[config.mk]
export PLATFORM = sky130hd
export DESIGN_NAME = mrb2_modmul
export DESIGN_NICKNAME = d
export VERILOG_FILES = /design/src/sv/mrb2_pkg.sv /design/src/sv/mrb2_modmul.sv
export SDC_FILE = /design/constraint.sdc
export NUM_CORES = 1
export LEC_CHECK = 0
export ABC_CLOCK_PERIOD_IN_PS = 6250
export BUFFER_PORTS_ARGS = -buffer_cell sky130_fd_sc_hd__buf_4
export CAP_MARGIN = 20
export CORE_ASPECT_RATIO = 1.25
export CORE_MARGIN = 2
export CORE_UTILIZATION = 31
export CTS_CLUSTER_DIAMETER = 120
export DETAILED_ROUTE_END_ITERATION = 16
export HOLD_SLACK_MARGIN = 0.08
export PLACE_DENSITY = 0.49
export SYNTH_ARGS = -nofsm -noshare
export SYNTH_HDL_FRONTEND = slang
export SYNTH_SLANG_ARGS = --single-unit
[constraint.sdc]
create_clock -name clk -period 6.25 [get_ports clk]
set_clock_uncertainty 0.2 [all_clocks]
set_input_delay 0.3125 -clock clk [delete_from_list [all_inputs] [get_ports clk]]
set_output_delay 0.3125 -clock clk [all_outputs]
set_load 0.05 [all_outputs]
[src/sv/mrb2_pkg.sv]
`default_nettype none

package mrb2_pkg;

  // candidate width and verdict width
  localparam int CW = 11;
  localparam int VW = 2;
  // counter width, holds 0..CW
  localparam int SW = $clog2(CW + 1);

  localparam int CANDIDATE_LIMIT_DEF = 2047;

  localparam logic [VW-1:0] VERDICT_PRIME     = 2'd0;
  localparam logic [VW-1:0] VERDICT_COMPOSITE = 2'd1;
  localparam logic [VW-1:0] VERDICT_REJECTED  = 2'd2;

  // 2*v mod m, v < m
  function automatic logic [CW-1:0] mod_dbl(input logic [CW-1:0] v,
                                            input logic [CW-1:0] m);
    logic [CW:0] t;
    t = {v, 1'b0};
    if (t >= {1'b0, m}) t = t - {1'b0, m};
    return t[CW-1:0];
  endfunction

  // (u + v) mod m, u < m, v < m
  function automatic logic [CW-1:0] mod_add(input logic [CW-1:0] u,
                                            input logic [CW-1:0] v,
                                            input logic [CW-1:0] m);
    logic [CW:0] t;
    t = {1'b0, u} + {1'b0, v};
    if (t >= {1'b0, m}) t = t - {1'b0, m};
    return t[CW-1:0];
  endfunction

endpackage

`default_nettype wire

[src/sv/mrb2_modmul.sv]
`default_nettype none

// Bit-serial modular multiplier: one multiplier bit per cycle, MSB first.
module mrb2_modmul
  import mrb2_pkg::*;
(
  input  logic          clk,
  input  logic          rst,
  input  logic          start,
  input  logic [CW-1:0] a,
  input  logic [CW-1:0] b,
  input  logic [CW-1:0] m,
  output logic          done,
  output logic [CW-1:0] product
);

  logic          running;
  logic [SW-1:0] cnt;
  logic [CW-1:0] mplr;
  logic [CW-1:0] mcand;
  logic [CW-1:0] modulus;
  logic [CW-1:0] acc;
  logic [CW-1:0] acc_dbl;
  logic [CW-1:0] acc_next;

  always_comb begin
    acc_dbl  = mod_dbl(acc, modulus);
    acc_next = mplr[CW-1] ? mod_add(acc_dbl, mcand, modulus) : acc_dbl;
  end

  always_ff @(posedge clk) begin
    if (rst) begin
      running <= 1'b0;
      done    <= 1'b0;
    end else begin
      done <= 1'b0;
      if (start) begin
        running <= 1'b1;
        cnt     <= SW'(CW);
        mcand   <= a;
        mplr    <= b;
        modulus <= m;
        acc     <= '0;
      end else if (running) begin
        acc  <= acc_next;
        mplr <= {mplr[CW-2:0], 1'b0};
        cnt  <= cnt - SW'(1);
        if (cnt == SW'(1)) begin
          running <= 1'b0;
          done    <= 1'b1;
        end
      end
    end
  end

  assign product = acc;

`ifndef NO_ASSERTIONS
  a_prod_reduced: assert property (@(posedge clk) disable iff (rst)
    done |-> product < modulus)
    else $error("product not reduced");
  a_no_restart: assert property (@(posedge clk) disable iff (rst)
    start |-> !running)
    else $error("start while running");
  a_done_idle: assert property (@(posedge clk) disable iff (rst)
    done |-> !running)
    else $error("done while running");
`endif

endmodule

`default_nettype wire
==> summary.md <==
| Metric | Value |
|---|---|
| Status | `finished clean` |
| IO Pins | `48` |
| Initial cell density of the core | `31.4%` |
| CTS H-tree lvls | `2` |
| Post-synth top area cell | `edfxtp_1` |
| Critical path class | `reg -> reg` |
| Num rows | `44` |
| Slowest cell on the critical path | `or3_4` |
| GR Util All Layers | `14.1%` |
| Arrival @ worst endpoint | `5740 ps` |
| Mapped Cells | `333` |
| Crit-path max cell delay | `490 ps` |
| Slew Limit Fails | `0` |
| Die Span Y | `125 µm` |
| Met3 GRT Util | `1.91%` |
| Grt total ovfl | `0` |
| Die footprint | `0.0125 mm²` |
| Syn Area/Cell | `10.9 µm²` |
| Initial antenna violation count | `0` |
| Setup TNS | `0 ps` |
| List of most frequent post-synthesis cells | `edfxtp_1 (48), ha_1 (35), inv_1 (26), nor2_1 (25)` |
| Post-synth ARST share | `0%` |
| Pre-Repair DR Iteration Count | `4` |
| Worst path buffer plus inverter count | `2` |
| Post-synthesis cell type count | `56` |
| Crit path cell chain | `inv_1 > fa_1 > nor2b_1 > o21a_1 > o21bai_1 > a21o_1 > nand3_1 > buf_4 > mux2_2 > ha_1 > o21ai_0 > o21bai_1 > a2111oi_2 > nor2_1 > xor2_1 > ha_1 > nand4_1 > a21oi_1 > o311ai_2 > a21boi_1 > or3_4 > mux2i_1 > a2bb2o_1` |
| Top cells by area, synth | `edfxtp_1 (40%), ha_1 (12%), mux2_2 (5.6%), xnor2_1 (4.4%), inv_1 (2.7%)` |
| Detailed router's first-iteration violation count | `89` |
| Antenna diodes | `0` |
| Post-Synth Adder-Cell Area | `13.8%` |
| Mapped cell area | `0.00362 mm²` |
| Largest family of logic cells by synthesized area | `compound AO/OA/AOI/OAI gates` |
| CTS Buf Count | `5` |
| Crit start category | `flop` |
| Fin nets | `488` |
| Pin count of the biggest net entering global routing | `23` |
| GR Util met1 | `15.6%` |
| Post-Route WL | `8740 µm` |
| RSZ-0062 raised after global routing | `no` |
| Area grow syn2layout | `27.1%` |
| GP Congestion | `0.821` |
| Worst Max-Slew Pin Slew | `649 ps` |
| CP top delay family | `compound AO/OA/AOI/OAI gates` |
| DRC viols | `0` |
| Seq/Total Area, Yosys | `41.0%` |
| First-pass GRT wire length | `13,900 µm` |
| Final period utilization | `94.4%` |
| CP Max Fanout | `11` |
| Routed Antenna Nets | `0` |
| Layout cells sized above 1 | `22.7%` |
| Synth Warn # | `0` |
| Synth Register Bits | `50` |
| Syn nets | `407` |
| Tmin final | `5900 ps` |
| Longest Clk Path Bufs | `2` |
| CP required | `6090 ps` |
| Post-Synth Simple-Gate Area | `12.1%` |
| EDFF count, synth | `48` |
| Vias in the first global route | `2,961` |
| Synth Area in Compound Gates | `16.0%` |
| Met2 GRT Util | `26.7%` |
| Post-DR vias/cell | `5.22` |
| Setup violation total in the final timing report | `0` |
| Worst skew pair latency | `290 ps` |
| Worst min path class | `in -> reg` |
| Clock slew at reported path FFs | `70 ps` |
| Post-synthesis mux area share | `8.24%` |
| Xor/xnor share of the synthesized area | `5.57%` |
| Area share of the largest cell type after synthesis | `39.9%` |
| Routed len/inst | `15.8 µm` |
| FF-to-FF setup slack | `350 ps` |
| Filler cells | `1,125` |
| Fmax | `169 MHz` |
| Clock root buffer | `clkbuf_16` |
| Most Crowded Layer GR | `met2` |
| Slew headroom | `56.5%` |
| Total of max-cap violations | `0` |
| CTS Sinks | `50` |
| Final HPWL DP | `7020 µm` |
| Predominant post-synthesis flop cell | `edfxtp_1` |
| Count leader, synth | `edfxtp_1` |
| Worst setup EP type | `flop` |
| Horiz. Die Dim | `101 µm` |
| Fin. Hold Viols | `0` |
| CTS tree | `done` |
| Vias | `2,885` |
| Core ar. | `0.0115 mm²` |
| PortBufs | `47` |
==> layout make-up <==
| cell class | instances | area, µm² | share of cell area [%] |
|---|---|---|---|
| timing repair buffer | 78 | 643 | 14.0 |
| tap | 138 | 173 | 3.76 |
| inverter | 26 | 97.6 | 2.12 |
| multi-input combinational | 253 | 2040 | 44.3 |
| clock buffer | 5 | 125 | 2.72 |
| clock inverter | 3 | 40.0 | 0.871 |
| sequential | 50 | 1480 | 32.2 |
==> layer usage <==
metal,vias up,part of all wire [%]
met5,-,0
met4,0,2.3
met3,13,3.7
met2,70,54
met1,1381,40
li1,1421,-
==> metrics by stage <==
step | worst slack (ps) | hold slack (ps) | std cells | instance area, µm² | util [%]
after floorplan | 286 | 192 | 333 | 3620 | -
after global placement | 340 | 274 | 517 | 4150 | 36.0
after detailed placement | 256 | 276 | 517 | 4150 | 36.0
after CTS | 240 | 100 | 548 | 4540 | 39.5
after global routing | 3.28 | 123 | 553 | 4600 | 40.0
final | 349 | 125 | 553 | 4600 | 40.0
==> cells in the final DEF (no fill, tap or decap), drive strengths merged, types with 2 or more instances in the layout <==
| cell type | n |
|---|---|
| a211oi | 3 |
| o21a | 6 |
| xor2 | 5 |
| nand3 | 9 |
| dfxtp | 2 |
| mux2i | 8 |
| buf | 55 |
| mux2 | 19 |
| a21oi | 15 |
| nand2 | 18 |
| nand2b | 4 |
| xnor2 | 18 |
| nor2 | 25 |
| o211ai | 4 |
| nand3b | 3 |
| o21bai | 2 |
| edfxtp | 48 |
| a21o | 6 |
| o31ai | 2 |
| nor3 | 6 |
| nor4b | 2 |
| nand4 | 4 |
| o2bb2ai | 7 |
| clkinv | 2 |
| nand4b | 2 |
| o21ai | 11 |
| o311a | 2 |
| nor2b | 7 |
| a211o | 2 |
| or3 | 2 |
| dlygate4sd3 | 23 |
| ha | 35 |
| a31oi | 2 |
| clkbuf | 5 |
| inv | 26 |
| o311ai | 5 |
| o2111ai | 3 |
| fa | 3 |
==> sequential cells by signal, summed over array words and instances, names as in the netlist <==
signal,count
mplr,11
running,1
cnt,4
product,11
mcand,11
done,1
modulus,11
==> worst paths after layout <==
path / startpoint / end / cells after the start
max: product[0] / product[9] / 23
min: b[5] / mplr[5] / 2
min reg2reg: running / done / 1
max reg2reg: product[0] / product[9] / 23
==> cells by family after synthesis <==
logic type                 after synthesis
DFF                                     50
muxes                                   27
AOI/OAI and AO/OA                       78
xor gates and xnor gates                23
adders and majority gates               38
buffers and inverters                   30
and+or+nand+nor                         87
==> repair_timing <==
action / in CTS / in global routing
endpoints found under the hold margin: 23 / 0
endpoints found under the setup margin: 0 / 11
gates resized for setup: 0 / 4
buffers inserted: 0 / 5
hold buffers: 23 / 0
Power is left out: the tool's default activity adds up to more than one toggle a clock period on the data nets, which glitch-free logic cannot reach.
